`src/rtl/touch_zone_classifier_core_defines.svh`:
```
// Assertion macros shared by the touch zone classifier RTL.
`ifndef TOUCH_ZONE_CLASSIFIER_CORE_DEFINES_SVH
`define TOUCH_ZONE_CLASSIFIER_CORE_DEFINES_SVH

// Same-cycle implication, disabled while reset is high.
`define TZC_ASSERT_NOW(label, clk, rst, ante, cons, msg) \
  label: assert property (@(posedge clk) disable iff (rst) (ante) |-> (cons)) \
    else $error(msg);

// Next-cycle implication, disabled while reset is high.
`define TZC_ASSERT_NEXT(label, clk, rst, ante, cons, msg) \
  label: assert property (@(posedge clk) disable iff (rst) (ante) |=> (cons)) \
    else $error(msg);

`endif

```
`src/rtl/tzc_pkg.sv`:
```
package tzc_pkg;

  localparam logic [1:0] REG_WIDTH       = 2'd0;
  localparam logic [1:0] REG_HEIGHT      = 2'd1;
  localparam logic [1:0] REG_DEBOUNCE    = 2'd2;
  localparam logic [1:0] REG_ORIENTATION = 2'd3;

  localparam logic [2:0] ORIENT_0 = 3'd0;
  localparam logic [2:0] ORIENT_1 = 3'd1;
  localparam logic [2:0] ORIENT_2 = 3'd2;
  localparam logic [2:0] ORIENT_3 = 3'd3;

  localparam logic [3:0] ZONE_NONE   = 4'd0;
  localparam logic [3:0] ZONE_CENTRE = 4'd5;
  localparam logic [3:0] ZONE_LONG   = 4'd10;

  localparam logic [31:0] LONG_PRESS_MS = 32'd1500;

  // Resistive panels span 200..3800; the span of 3600 is divided out by
  // multiplying with ceil(2^34 / 3600), exact for products below 2^22.
  localparam logic [11:0] RES_IN_LOW  = 12'd200;
  localparam logic [22:0] RES_RECIP   = 23'd4772186;
  localparam int          RES_SHIFT   = 34;

  // Division by three of values below 2048: multiply by 683, shift by 11.
  localparam logic [10:0] THIRD_RECIP = 11'd683;

  localparam int FIFO_DEPTH = 4;
  localparam int FIFO_AW    = $clog2(FIFO_DEPTH);
  localparam int FIFO_CW    = $clog2(FIFO_DEPTH + 1);

  typedef struct packed {
    logic [9:0]  width;
    logic [9:0]  height;
    logic [15:0] debounce;
    logic [2:0]  orientation;
  } cfg_t;

  typedef struct packed {
    logic        touched;
    logic [3:0]  zone;
    logic [31:0] time_ms;
  } zone_item_t;

endpackage

```
`src/rtl/tzc_if.sv`:
```
interface tzc_in_if;
  logic        valid;
  logic        ready;
  logic        touched;
  logic [11:0] raw_x;
  logic [11:0] raw_y;
  logic [31:0] time_ms;

  modport source(output valid, output touched, output raw_x, output raw_y,
                 output time_ms, input ready);
  modport sink(input valid, input touched, input raw_x, input raw_y,
               input time_ms, output ready);
endinterface

interface tzc_out_if;
  logic       valid;
  logic       ready;
  logic [3:0] zone;

  modport source(output valid, output zone, input ready);
  modport sink(input valid, input zone, output ready);
endinterface

```
`src/rtl/tzc_front.sv`:
```
`include "touch_zone_classifier_core_defines.svh"

module tzc_front import tzc_pkg::*; (
  input  logic        clk,
  input  logic        rst,
  input  cfg_t        cfg,
  tzc_in_if.sink      samples,
  input  logic        q_full,
  output logic        push,
  output zone_item_t  push_item
);

  logic advance;

  logic [9:0] wl;
  logic [9:0] hl;

  // Stage 1: raw sample and scale products.
  logic        v1;
  logic        touched1;
  logic [11:0] rx1;
  logic [11:0] ry1;
  logic [31:0] time1;
  logic        cap1;
  logic        portrait1;
  logic [21:0] prod_x1;
  logic [21:0] prod_y1;

  // Stage 2: scaled resistive coordinates.
  logic        v2;
  logic        touched2;
  logic [11:0] rx2;
  logic [11:0] ry2;
  logic [31:0] time2;
  logic        cap2;
  logic        portrait2;
  logic [9:0]  lx2;
  logic [9:0]  ly2;

  // Stage 3: rotated and clamped point.
  logic        v3;
  logic        touched3;
  logic [31:0] time3;
  logic signed [10:0] x3;
  logic signed [10:0] y3;

  logic [11:0] dx;
  logic [11:0] dy;
  logic        cap_in;
  logic        portrait_in;
  logic [44:0] qx_full;
  logic [44:0] qy_full;
  logic [10:0] qx;
  logic [10:0] qy;

  logic signed [12:0] rxs;
  logic signed [12:0] rys;
  logic signed [12:0] lxs;
  logic signed [12:0] lys;
  logic signed [12:0] wls;
  logic signed [12:0] hls;
  logic signed [12:0] ws;
  logic signed [12:0] hs;
  logic signed [12:0] xr;
  logic signed [12:0] yr;
  logic signed [12:0] xa;
  logic signed [12:0] ya;
  logic signed [12:0] xc;
  logic signed [12:0] yc;

  logic [11:0] h3x;
  logic [9:0]  h_q1;
  logic [9:0]  h_q3;
  logic [19:0] w_mul1;
  logic [20:0] w_mul2;
  logic [9:0]  w_t1;
  logic [9:0]  w_t2;
  logic [1:0]  row;
  logic [1:0]  col;

  assign wl = (cfg.width > cfg.height) ? cfg.width : cfg.height;
  assign hl = (cfg.width < cfg.height) ? cfg.width : cfg.height;

  assign advance       = !v3 || !q_full;
  assign samples.ready = advance;
  assign push          = v3 && !q_full;

  assign dx = (samples.raw_x > RES_IN_LOW) ? samples.raw_x - RES_IN_LOW : 12'd0;
  assign dy = (samples.raw_y > RES_IN_LOW) ? samples.raw_y - RES_IN_LOW : 12'd0;
  assign cap_in = (samples.raw_x <= {1'b0, cfg.width, 1'b0}) &&
                  (samples.raw_y <= {1'b0, cfg.height, 1'b0});
  assign portrait_in = (samples.raw_x <= {2'b0, hl}) && (samples.raw_y <= {2'b0, wl});

  always_ff @(posedge clk) begin
    if (rst) begin
      v1 <= 1'b0;
      v2 <= 1'b0;
      v3 <= 1'b0;
    end else if (advance) begin
      v1 <= samples.valid;
      v2 <= v1;
      v3 <= v2;
    end
  end

  always_ff @(posedge clk) begin
    if (advance) begin
      touched1  <= samples.touched;
      rx1       <= samples.raw_x;
      ry1       <= samples.raw_y;
      time1     <= samples.time_ms;
      cap1      <= cap_in;
      portrait1 <= portrait_in;
      prod_x1   <= {10'b0, dx} * {12'b0, wl};
      prod_y1   <= {10'b0, dy} * {12'b0, hl};
    end
  end

  assign qx_full = {23'b0, prod_x1} * {22'b0, RES_RECIP};
  assign qy_full = {23'b0, prod_y1} * {22'b0, RES_RECIP};
  assign qx = qx_full[RES_SHIFT+10:RES_SHIFT];
  assign qy = qy_full[RES_SHIFT+10:RES_SHIFT];

  always_ff @(posedge clk) begin
    if (advance) begin
      touched2  <= touched1;
      rx2       <= rx1;
      ry2       <= ry1;
      time2     <= time1;
      cap2      <= cap1;
      portrait2 <= portrait1;
      lx2       <= (qx > {1'b0, wl}) ? wl : qx[9:0];
      ly2       <= (qy > {1'b0, hl}) ? hl : qy[9:0];
    end
  end

  assign rxs = $signed({1'b0, rx2});
  assign rys = $signed({1'b0, ry2});
  assign lxs = $signed({3'b0, lx2});
  assign lys = $signed({3'b0, ly2});
  assign wls = $signed({3'b0, wl});
  assign hls = $signed({3'b0, hl});
  assign ws  = $signed({3'b0, cfg.width});
  assign hs  = $signed({3'b0, cfg.height});

  always_comb begin
    xr = lxs;
    yr = lys;
    if (cap2 && portrait2) begin
      unique case (cfg.orientation)
        ORIENT_0: begin xr = rxs;       yr = rys;       end
        ORIENT_1: begin xr = rys;       yr = hls - rxs; end
        ORIENT_2: begin xr = hls - rxs; yr = wls - rys; end
        ORIENT_3: begin xr = wls - rys; yr = rxs;       end
        default:  begin xr = rys;       yr = rxs;       end
      endcase
    end else if (cap2) begin
      unique case (cfg.orientation)
        ORIENT_0: begin xr = hls - rys; yr = wls - rxs; end
        ORIENT_1: begin xr = rxs;       yr = rys;       end
        ORIENT_2: begin xr = rys;       yr = rxs;       end
        ORIENT_3: begin xr = wls - rxs; yr = hls - rys; end
        default:  begin xr = rxs;       yr = rys;       end
      endcase
    end else begin
      unique case (cfg.orientation)
        ORIENT_0: begin xr = hls - lys; yr = lxs;       end
        ORIENT_1: begin xr = lxs;       yr = lys;       end
        ORIENT_2: begin xr = lys;       yr = wls - lxs; end
        ORIENT_3: begin xr = wls - lxs; yr = hls - lys; end
        default:  begin xr = lxs;       yr = lys;       end
      endcase
    end
  end

  // A zero display size clamps to minus one, classified as the first row or column.
  assign xa = (xr < 13'sd0) ? 13'sd0 : xr;
  assign ya = (yr < 13'sd0) ? 13'sd0 : yr;
  assign xc = (xa >= ws) ? ws - 13'sd1 : xa;
  assign yc = (ya >= hs) ? hs - 13'sd1 : ya;

  always_ff @(posedge clk) begin
    if (advance) begin
      touched3 <= touched2;
      time3    <= time2;
      x3       <= xc[10:0];
      y3       <= yc[10:0];
    end
  end

  assign h3x    = {2'b0, cfg.height} + {1'b0, cfg.height, 1'b0};
  assign h_q1   = {2'b0, cfg.height[9:2]};
  assign h_q3   = h3x[11:2];
  assign w_mul1 = {10'b0, cfg.width} * {9'b0, THIRD_RECIP};
  assign w_mul2 = {10'b0, cfg.width, 1'b0} * {10'b0, THIRD_RECIP};
  assign w_t1   = {1'b0, w_mul1[19:11]};
  assign w_t2   = w_mul2[20:11];

  always_comb begin
    if (y3 < $signed({1'b0, h_q1})) begin
      row = 2'd0;
    end else if (y3 >= $signed({1'b0, h_q3})) begin
      row = 2'd2;
    end else begin
      row = 2'd1;
    end
    if (x3 < $signed({1'b0, w_t1})) begin
      col = 2'd0;
    end else if (x3 >= $signed({1'b0, w_t2})) begin
      col = 2'd2;
    end else begin
      col = 2'd1;
    end
  end

  assign push_item.touched = touched3;
  assign push_item.time_ms = time3;
  assign push_item.zone    = {1'b0, row, 1'b0} + {2'b0, row} + {2'b0, col} + 4'd1;

  `TZC_ASSERT_NOW(a_zone_in_grid, clk, rst, push, (push_item.zone != ZONE_NONE) && (push_item.zone <= 4'd9), "front produced a zone outside the grid")

endmodule

```
`src/rtl/tzc_fifo.sv`:
```
`include "touch_zone_classifier_core_defines.svh"

module tzc_fifo import tzc_pkg::*; (
  input  logic        clk,
  input  logic        rst,
  input  logic        push,
  input  zone_item_t  push_item,
  input  logic        pop,
  output zone_item_t  pop_item,
  output logic        full,
  output logic        empty
);

  zone_item_t             mem [FIFO_DEPTH];
  logic [FIFO_AW-1:0]     wr_ptr;
  logic [FIFO_AW-1:0]     rd_ptr;
  logic [FIFO_CW-1:0]     count;

  assign full     = (count == FIFO_CW'(FIFO_DEPTH));
  assign empty    = (count == '0);
  assign pop_item = mem[rd_ptr];

  always_ff @(posedge clk) begin
    if (rst) begin
      wr_ptr <= '0;
      rd_ptr <= '0;
      count  <= '0;
    end else begin
      if (push) begin
        wr_ptr <= wr_ptr + 1'b1;
      end
      if (pop) begin
        rd_ptr <= rd_ptr + 1'b1;
      end
      count <= count + FIFO_CW'(push) - FIFO_CW'(pop);
    end
  end

  always_ff @(posedge clk) begin
    if (push) begin
      mem[wr_ptr] <= push_item;
    end
  end

  `TZC_ASSERT_NOW(a_no_overflow, clk, rst, 1'b1, !(push && full) && !(pop && empty), "queue written while full or read while empty")
  `TZC_ASSERT_NEXT(a_count_track, clk, rst, 1'b1, count == $past(count) + FIFO_CW'($past(push)) - FIFO_CW'($past(pop)), "queue fill count out of step")

endmodule

```
`src/rtl/tzc_back.sv`:
```
`include "touch_zone_classifier_core_defines.svh"

module tzc_back import tzc_pkg::*; (
  input  logic        clk,
  input  logic        rst,
  input  logic [15:0] debounce,
  input  zone_item_t  item,
  input  logic        empty,
  output logic        pop,
  tzc_out_if.source   zones
);

  logic        press_active;
  logic [3:0]  start_zone;
  logic        long_press_done;
  logic [31:0] press_start_time;
  logic [31:0] last_tap_time;
  logic        out_valid;
  logic [3:0]  out_zone;

  logic        press_active_next;
  logic [3:0]  start_zone_next;
  logic        long_press_done_next;
  logic [31:0] press_start_time_next;
  logic [31:0] last_tap_time_next;
  logic [3:0]  result;
  logic [31:0] since_tap;
  logic [31:0] since_press;

  assign pop         = !empty && (!out_valid || zones.ready);
  assign zones.valid = out_valid;
  assign zones.zone  = out_zone;

  assign since_tap   = item.time_ms - last_tap_time;
  assign since_press = item.time_ms - press_start_time;

  always_comb begin
    press_active_next     = press_active;
    start_zone_next       = start_zone;
    long_press_done_next  = long_press_done;
    press_start_time_next = press_start_time;
    last_tap_time_next    = last_tap_time;
    result                = ZONE_NONE;
    if (!item.touched) begin
      press_active_next    = 1'b0;
      start_zone_next      = ZONE_NONE;
      long_press_done_next = 1'b0;
    end else if (!press_active || item.zone != start_zone) begin
      if (since_tap >= {16'b0, debounce}) begin
        press_active_next     = 1'b1;
        press_start_time_next = item.time_ms;
        start_zone_next       = item.zone;
        long_press_done_next  = 1'b0;
        last_tap_time_next    = item.time_ms;
        result                = item.zone;
      end
    end else if (item.zone == ZONE_CENTRE && !long_press_done &&
                 since_press >= LONG_PRESS_MS) begin
      long_press_done_next = 1'b1;
      result               = ZONE_LONG;
    end
  end

  always_ff @(posedge clk) begin
    if (rst) begin
      press_active     <= 1'b0;
      start_zone       <= ZONE_NONE;
      long_press_done  <= 1'b0;
      press_start_time <= '0;
      last_tap_time    <= '0;
      out_valid        <= 1'b0;
    end else begin
      if (pop) begin
        press_active     <= press_active_next;
        start_zone       <= start_zone_next;
        long_press_done  <= long_press_done_next;
        press_start_time <= press_start_time_next;
        last_tap_time    <= last_tap_time_next;
        out_valid        <= 1'b1;
      end else if (zones.ready) begin
        out_valid <= 1'b0;
      end
    end
  end

  always_ff @(posedge clk) begin
    if (pop) begin
      out_zone <= result;
    end
  end

  `TZC_ASSERT_NOW(a_long_needs_centre, clk, rst, pop && (result == ZONE_LONG), press_active && (start_zone == ZONE_CENTRE) && !long_press_done, "long press reported without a centre hold")
  `TZC_ASSERT_NOW(a_zone_range, clk, rst, out_valid, out_zone <= ZONE_LONG, "reported zone out of range")

endmodule

```
`src/rtl/touch_zone_classifier_core.sv`:
```
// A result beat passes the three classifier stages, the four-entry queue and the
// press tracker's output register. Throughput: one sample per cycle while the
// queue is not full; the queue lets classifier and tracker each stall on its own.
// Reset (synchronous, active high) clears press and tap state and loads width 320,
// height 240, debounce 300 ms and orientation 1.
`include "touch_zone_classifier_core_defines.svh"

module touch_zone_classifier_core import tzc_pkg::*; (
  input  logic        clk,
  input  logic        rst,
  input  logic        cfg_write,
  input  logic [1:0]  cfg_index,
  input  logic [15:0] cfg_data,
  tzc_in_if.sink      samples,
  tzc_out_if.source   zones
);

  cfg_t       cfg;
  logic       push;
  zone_item_t push_item;
  logic       pop;
  zone_item_t pop_item;
  logic       q_full;
  logic       q_empty;

  always_ff @(posedge clk) begin
    if (rst) begin
      cfg.width       <= 10'd320;
      cfg.height      <= 10'd240;
      cfg.debounce    <= 16'd300;
      cfg.orientation <= ORIENT_1;
    end else if (cfg_write) begin
      unique case (cfg_index)
        REG_WIDTH:       cfg.width       <= cfg_data[9:0];
        REG_HEIGHT:      cfg.height      <= cfg_data[9:0];
        REG_DEBOUNCE:    cfg.debounce    <= cfg_data;
        REG_ORIENTATION: cfg.orientation <= cfg_data[2:0];
        default: ;
      endcase
    end
  end

  tzc_front u_front (
    .clk       (clk),
    .rst       (rst),
    .cfg       (cfg),
    .samples   (samples),
    .q_full    (q_full),
    .push      (push),
    .push_item (push_item)
  );

  tzc_fifo u_fifo (
    .clk       (clk),
    .rst       (rst),
    .push      (push),
    .push_item (push_item),
    .pop       (pop),
    .pop_item  (pop_item),
    .full      (q_full),
    .empty     (q_empty)
  );

  tzc_back u_back (
    .clk      (clk),
    .rst      (rst),
    .debounce (cfg.debounce),
    .item     (pop_item),
    .empty    (q_empty),
    .pop      (pop),
    .zones    (zones)
  );

  `TZC_ASSERT_NOW(a_release_clears, clk, rst, zones.valid && !$past(q_empty) && $past(pop) && !$past(pop_item.touched), zones.zone == ZONE_NONE, "release sample reported a zone")

endmodule
```
`src/flat_wrapper.sv`:
```
// flat-port wrapper written by rule: the top's interface ports become plain ports
module touch_zone_classifier_core_flat import tzc_pkg::*;
  (clk, rst, cfg_write, cfg_index, cfg_data, samples_valid, samples_touched, samples_raw_x, samples_raw_y, samples_time_ms, samples_ready, zones_valid, zones_zone, zones_ready);
  tzc_in_if samples_i ();
  tzc_out_if zones_i ();
  input  logic clk;
  input  logic rst;
  input  logic cfg_write;
  input  logic [1:0] cfg_index;
  input  logic [15:0] cfg_data;
  input wire logic [$bits(samples_i.valid)-1:0] samples_valid;
  input wire logic [$bits(samples_i.touched)-1:0] samples_touched;
  input wire logic [$bits(samples_i.raw_x)-1:0] samples_raw_x;
  input wire logic [$bits(samples_i.raw_y)-1:0] samples_raw_y;
  input wire logic [$bits(samples_i.time_ms)-1:0] samples_time_ms;
  output wire logic [$bits(samples_i.ready)-1:0] samples_ready;
  output wire logic [$bits(zones_i.valid)-1:0] zones_valid;
  output wire logic [$bits(zones_i.zone)-1:0] zones_zone;
  input wire logic [$bits(zones_i.ready)-1:0] zones_ready;
  assign samples_i.valid = samples_valid;
  assign samples_i.touched = samples_touched;
  assign samples_i.raw_x = samples_raw_x;
  assign samples_i.raw_y = samples_raw_y;
  assign samples_i.time_ms = samples_time_ms;
  assign samples_ready = samples_i.ready;
  assign zones_valid = zones_i.valid;
  assign zones_zone = zones_i.zone;
  assign zones_i.ready = zones_ready;
  touch_zone_classifier_core u_core (.clk(clk), .rst(rst), .cfg_write(cfg_write), .cfg_index(cfg_index), .cfg_data(cfg_data), .samples(samples_i), .zones(zones_i));
endmodule
```
`config.mk`:
```
export PLATFORM = sky130hd
export DESIGN_NAME = touch_zone_classifier_core_flat
export DESIGN_NICKNAME = d
export VERILOG_FILES = /design/src/rtl/tzc_pkg.sv /design/src/rtl/tzc_if.sv /design/src/rtl/tzc_front.sv /design/src/rtl/tzc_fifo.sv /design/src/rtl/tzc_back.sv /design/src/rtl/touch_zone_classifier_core.sv /design/src/flat_wrapper.sv
export VERILOG_INCLUDE_DIRS = /design/src /design/src/rtl
export SDC_FILE = /design/constraint.sdc
export NUM_CORES = 2
export LEC_CHECK = 0
export BUFFER_PORTS_ARGS = -buffer_cell sky130_fd_sc_hd__clkbuf_2
export CELL_PAD_IN_SITES_DETAIL_PLACEMENT = 1
export CELL_PAD_IN_SITES_GLOBAL_PLACEMENT = 1
export CORE_UTILIZATION = 53
export CTS_CLUSTER_SIZE = 12
export DETAILED_ROUTE_END_ITERATION = 10
export PLACE_DENSITY = 0.82
export SKIP_CTS_REPAIR_TIMING = 1
export SLEW_MARGIN = 30
export SYNTH_ARGS = -nofsm -noshare
export SYNTH_HDL_FRONTEND = slang
export SYNTH_SLANG_ARGS = --single-unit
export TNS_END_PERCENT = 50
```
`constraint.sdc`:
```
create_clock -name clk -period 10.3 [get_ports clk]
set_input_delay 1.03 -clock clk [delete_from_list [all_inputs] [get_ports clk]]
set_output_delay 1.03 -clock clk [all_outputs]
set_load 0.03 [all_outputs]
```
---- Word level (Yosys, flattened, before mapping) ----
Memory sizes are Yosys's and may differ from the RTL's. A register that Yosys moved wholly into a read port is not among the register bits.
Index checks and enable logic that the tools add are counted.
storage, ports and cells
  RAM bits ................................ 148
  input port bits ......................... 80
  bits in registers ....................... 329
  word-level logic and storage cells ...... 165
  output and inout bits ................... 6
  memories kept ........................... 1
memory list
  name               words  bits a word  read ports  clocked after memory_dff  wr ports  RTL line        text
  u_core.u_fifo.mem  4      37           1           1                         1         tzc_fifo.sv:14  zone_item_t mem [FIFO_DEPTH];
cells by class
  $add $sub $neg .......................... 19
  magnitude comparators ................... 20
  eq/ne operators ......................... 13
  multiply operators ...................... 6
  multiplexer cells ....................... 43
  reduce and logical (&&, ||, !) cells .... 27
operators by type and width
  operator                number
  $pmux 13 s3             6
  $mul 22x22->44 const B  2
  $mux 13                 6
  $sub 10x12->13          4
  $mul 12x10->22          2
  $mul 10x10->20 const B  2
  $mux 10                 4
  $ge 32x11->1 const B    1
  $ge 32x16->1            1
  $sub 32x32->32          1
  $ge 13x11->1            2
  $lt 13x1->1 const B     2
  $gt 12x8->1 const B     2
  $le 12x10->1            2
  $le 12x11->1            2
  $mux 12                 2
  $mux 4                  6
  $sub 12x8->12 const B   2
  $ge 11x11->1            2
  $gt 11x10->1            2
  $mux 11                 2
  $sub 10x1->11 const B   2
  $sub 10x10->11          2
  $add 10x11->12          1
  31 further kinds        68

---- Depth between registers and ports, before layout ----
  depth after elaboration ................. 10
  gate-level depth with buffers ........... 39

---- Cells and area by module ----
A second synthesis with hierarchy kept.
second synthesis, totals
  cell total of the unflattened synthesis .. 5,245
  area total of the unflattened synthesis .. 53,227.3 sq um
modules (own cells, without submodules)
  module                      cells each  times used  area each (sq um)  sequential area each (sq um)
  tzc_front                   4,248       1           41,129.4           7,176.9
  tzc_fifo                    235         1           5,834.3            4,624.4
  tzc_back                    603         1           4,618.2            900.9
  touch_zone_classifier_core  159         1           1,645.3            780.7

---- Least setup slack after synthesis ----
No wires, ideal clock.
  kind .................................... register -> register
  from .................................... register u_core.u_fifo.count[1]
  to ...................................... register u_core.u_front.cap1 (enable)
  cell stages (with the launch flop) ...... 3
  path buffers ............................ 0
  arrival ................................. 5.992 ns
  path slack .............................. 1.762 ns
  cell sequence ........................... dfxtp_1 -> nor2_1 -> nand3_1
between the ends
  word-level cells in the longest chain between the ends .. 3
ends and longest elaborated chain
  what                     RTL line            text
  start, declared          tzc_fifo.sv:17      logic [FIFO_CW-1:0] count;
  start signal, assigned   tzc_fifo.sv:35      count <= count + FIFO_CW'(push) - FIFO_CW'(pop);
  $eq 3x3->1               tzc_fifo.sv:19      assign full = (count == FIFO_CW'(FIFO_DEPTH));
  $logic_not 1->1          tzc_front.sv:84     assign advance = !v3 || !q_full;
  $logic_or 1x1->1         tzc_front.sv:84
  named net samples_ready  flat_wrapper.sv:16  output wire logic [$bits(samples_i.ready)-1:0] samples_ready;
  end signal, assigned     tzc_front.sv:112    cap1 <= cap_in;
  end, declared            tzc_front.sv:24     logic cap1;
The timed path passes the listed nets, and every way through them passes these cells.
A chain may end at the register's enable or synchronous reset.

---- Final worst setup path ----
  from .................................... register, netlist name u_core.cfg[27]
  to ...................................... register u_core.u_front.y3[9] (data pin)
between the ends
  word-level cells in the longest chain between the ends .. 10
  elaborated cells between the ends (all ways) .. 20
ends and longest elaborated chain
  what                                                 RTL line                            text
  $lt 10x10->1 / $gt 10x10->1 (equally long branches)  tzc_front.sv:82, tzc_front.sv:81
  $mux 10 (on tied branches)                           tzc_front.sv:82, tzc_front.sv:81
  $sub 10x12->13 (tied with other cells)               tzc_front.sv:162                    ORIENT_3: begin xr = wls - rxs; yr = hls - rys; end
  $pmux 13 s3 (on tied branches)                       tzc_front.sv:158, tzc_front.sv:166
  $mux 13                                              tzc_front.sv:157                    end else if (cap2) begin
  $mux 13                                              tzc_front.sv:149                    if (cap2 && portrait2) begin
  $lt 13x1->1                                          tzc_front.sv:178                    assign ya = (yr < 13'sd0) ? 13'sd0 : yr;
  $mux 13                                              tzc_front.sv:178
  $ge 13x11->1                                         tzc_front.sv:180                    assign yc = (ya >= hs) ? hs - 13'sd1 : ya;
  $mux 11 (*)                                          tzc_front.sv:180
  named net u_core.u_front.yc[9]                       tzc_front.sv:69                     logic signed [12:0] yc;
  end signal, assigned                                 tzc_front.sv:187                    y3 <= yc[10:0];
  end, declared                                        tzc_front.sv:45                     logic signed [10:0] y3;
The timed path passes the listed nets; every way through them passes the cells marked *.

==> flow_summary.ini <==
[status]
status = finished clean

[placed_design]
dp_hpwl_um = 127000
gp_congestion = 1.07
io_buffers = 85

[grt]
overflow = 0
grt_pass1_wl_um = 247000
grt.total_usage_pct = 33.0
first_global_vias = 42815
antenna_found_initial = 5
grt_max_degree = 86

[floorplan]
core_um2 = 94900
rows = 113
start_util_pct = 53.5
io_pins = 86
dieArea_um2 = 97000
die_h_um = 311
die_w_um = 311

[sta]
max_slew.worst_pin.slew_ns = 1.11
rsz0062_at_grt = no
setup_tns_ns = 0
final_max_slew_viol_count = 0
finalHoldViolCount = 0
setup_viol = 0
max_freq_ghz = 0.108
period_minus_slack_ns = 9.30
fin_skew_ns = 0.0318
period_share_pct = 90.3
maxSlewHeadroom_pct = 25.7

[synthesis]
syn-instance-count = 4951
synth_ff_type = edfxtp_1
syn_area_um2 = 50800
yosys_warnings = 0
seq_area_frac_synth_pct = 26.6
avgSynthCellArea_um2 = 10.3
async_reset_ff_share_pct = 0
ys_ff_latch = 479
synth-edff-count = 389
synth.distinct_cells = 88
syn-num-nets = 6384

[detailed_routing]
finalWirelength_um = 159000
first_pass_iters = 6
via_per_inst = 6.10
ant_nets = 0
wire_per_inst_um = 25.0
dr.first_iter.drc_count = 3203
dr_total_vias = 38762
drcViolationCount = 0

[layout]
final_common_cell = ha_1
drive_gt1_share_pct = 6.89
nNetsFinal = 6471
layout_common_cells = 892 x ha_1, 839 x inv_1, 461 x fa_1
area_growth_pct = 7.67

[cts]
cts.sinks = 479
ctsHtreeMaxLevel = 2
clk_path_buf_depth = 3
clk_latency_ns = 0.65
cts_tree = built
cts.clk_slew.worst_paths_ns = 0.06
cts_root_buffer = clkbuf_16
cts_buffers = 53

[job]
drv_cap = 0

[setup_path]
r2r_slack_ns = 1.00
crit_required_ns = 10.68
crit_type = reg -> reg
start_kind = flop
critPathSlowestCell = o211ai_1
cpPeakStageDelay_ns = 0.70
cp-end-kind = flop
cp.arrival_ns = 9.67
crit_top_cell = o21ai_0
crit_fanout = 19

[worst_hold_path]
hp-class = reg -> reg
==> routing by layer <==
metal  part of all wire (%)  track usage, %  wire length (um)
met5                  0.017               0                27
met2                     48            55.9             76500
met4                    4.7            14.1              7530
met3                    7.0            4.61             11000
met1                     40            42.3             63600
==> logic make-up (layout without fill, tap and decap cells) <==
logic type	Yosys count	in the layout	synth area share (%)
compound gates	872	872	11.0
xor+xnor	182	182	3.14
fa+ha+maj	1353	1353	40.2
buf+inv	961	1092	7.15
flops	479	479	26.6
mux	102	102	3.01
other cells	0	3	0
simple gates	1002	1002	8.94
==> sequential cells by signal, summed over array words and instances, names as in the netlist, 12 cells and up, named ones only <==
signal,count
u_core.u_front.ry1,12
u_core.u_front.prod_y1,22
u_core.u_fifo.mem,148
u_core.u_front.rx2,12
u_core.cfg,39
u_core.u_front.prod_x1,22
u_core.u_front.ry2,12
u_core.u_front.time2,32
u_core.u_back.last_tap_time,32
u_core.u_front.rx1,12
u_core.u_front.time1,32
u_core.u_front.time3,32
==> final timing paths <==
kind | from | endpoint | depth (start not counted)
worst max-delay path | u_core.cfg[27] | u_core.u_front.y3[9] | 36
worst min-delay path | u_core.u_front.rx1[7] | u_core.u_front.rx2[7] | 0
worst max register to register | u_core.cfg[27] | u_core.u_front.y3[9] | 36
worst min register to register | u_core.u_front.rx1[7] | u_core.u_front.rx2[7] | 0
==> per-stage QoR <==
| stage | worst slack [ns] | utilization, % | hold WS, ns | area, um2 | cells |
|---|---|---|---|---|---|
| detailed placement | 1.16 | 55.7 | 0.406 | 52800 | 6247 |
| global placement | 1.41 | 55.7 | 0.400 | 52800 | 6246 |
| floorplan | 1.76 | - | 0.400 | 50800 | 4951 |
| finish | 1.00 | 57.6 | 0.415 | 54700 | 6350 |
| CTS | 1.14 | 57.6 | 0.419 | 54600 | 6346 |
| global route | 0.514 | 57.6 | 0.423 | 54700 | 6350 |
==> layout make-up <==
| type | count | area, um2 |
|---|---|---|
| flip-flops and latches | 479 | 13500 |
| multi-input cells | 3511 | 33700 |
| diodes | 3 | 7.51 |
| fillers | 10456 | 40200 |
| clock buffers | 76 | 1480 |
| well taps | 1265 | 1580 |
| inverters | 848 | 3180 |
| clock inverters | 23 | 280 |
| repair buffers | 145 | 901 |
==> critical path: cells and delay by family, from the launching register on <==
family                   cells  cell delay (ns)
AO/OA/AOI/OAI               20             4.83
buffers and inverters        7             1.36
adder cells (fa/ha/maj)      3             1.03
AND/OR/NAND/NOR              5             0.94
flip-flops                   1             0.48
multiplexers                 1             0.41
==> cells in the mapped netlist, types with 47 or more instances <==
master / number / area share (%)
nor3_1: 49 / 0.48
clkbuf_1: 86 / 0.64
edfxtp_1: 389 / 23
nor2b_1: 49 / 0.60
xor2_1: 47 / 0.81
fa_1: 461 / 18
o21ai_0: 183 / 1.8
a21oi_1: 262 / 2.6
nand3_1: 62 / 0.61
ha_1: 892 / 22
inv_1: 839 / 6.2
xnor2_1: 135 / 2.3
dfxtp_1: 90 / 3.5
a21o_1: 77 / 1.1
nand2_1: 377 / 2.8
nor2_1: 287 / 2.1
Power is left out: the tool's default activity adds up to more than one toggle a clock period on the data nets, which glitch-free logic cannot reach.
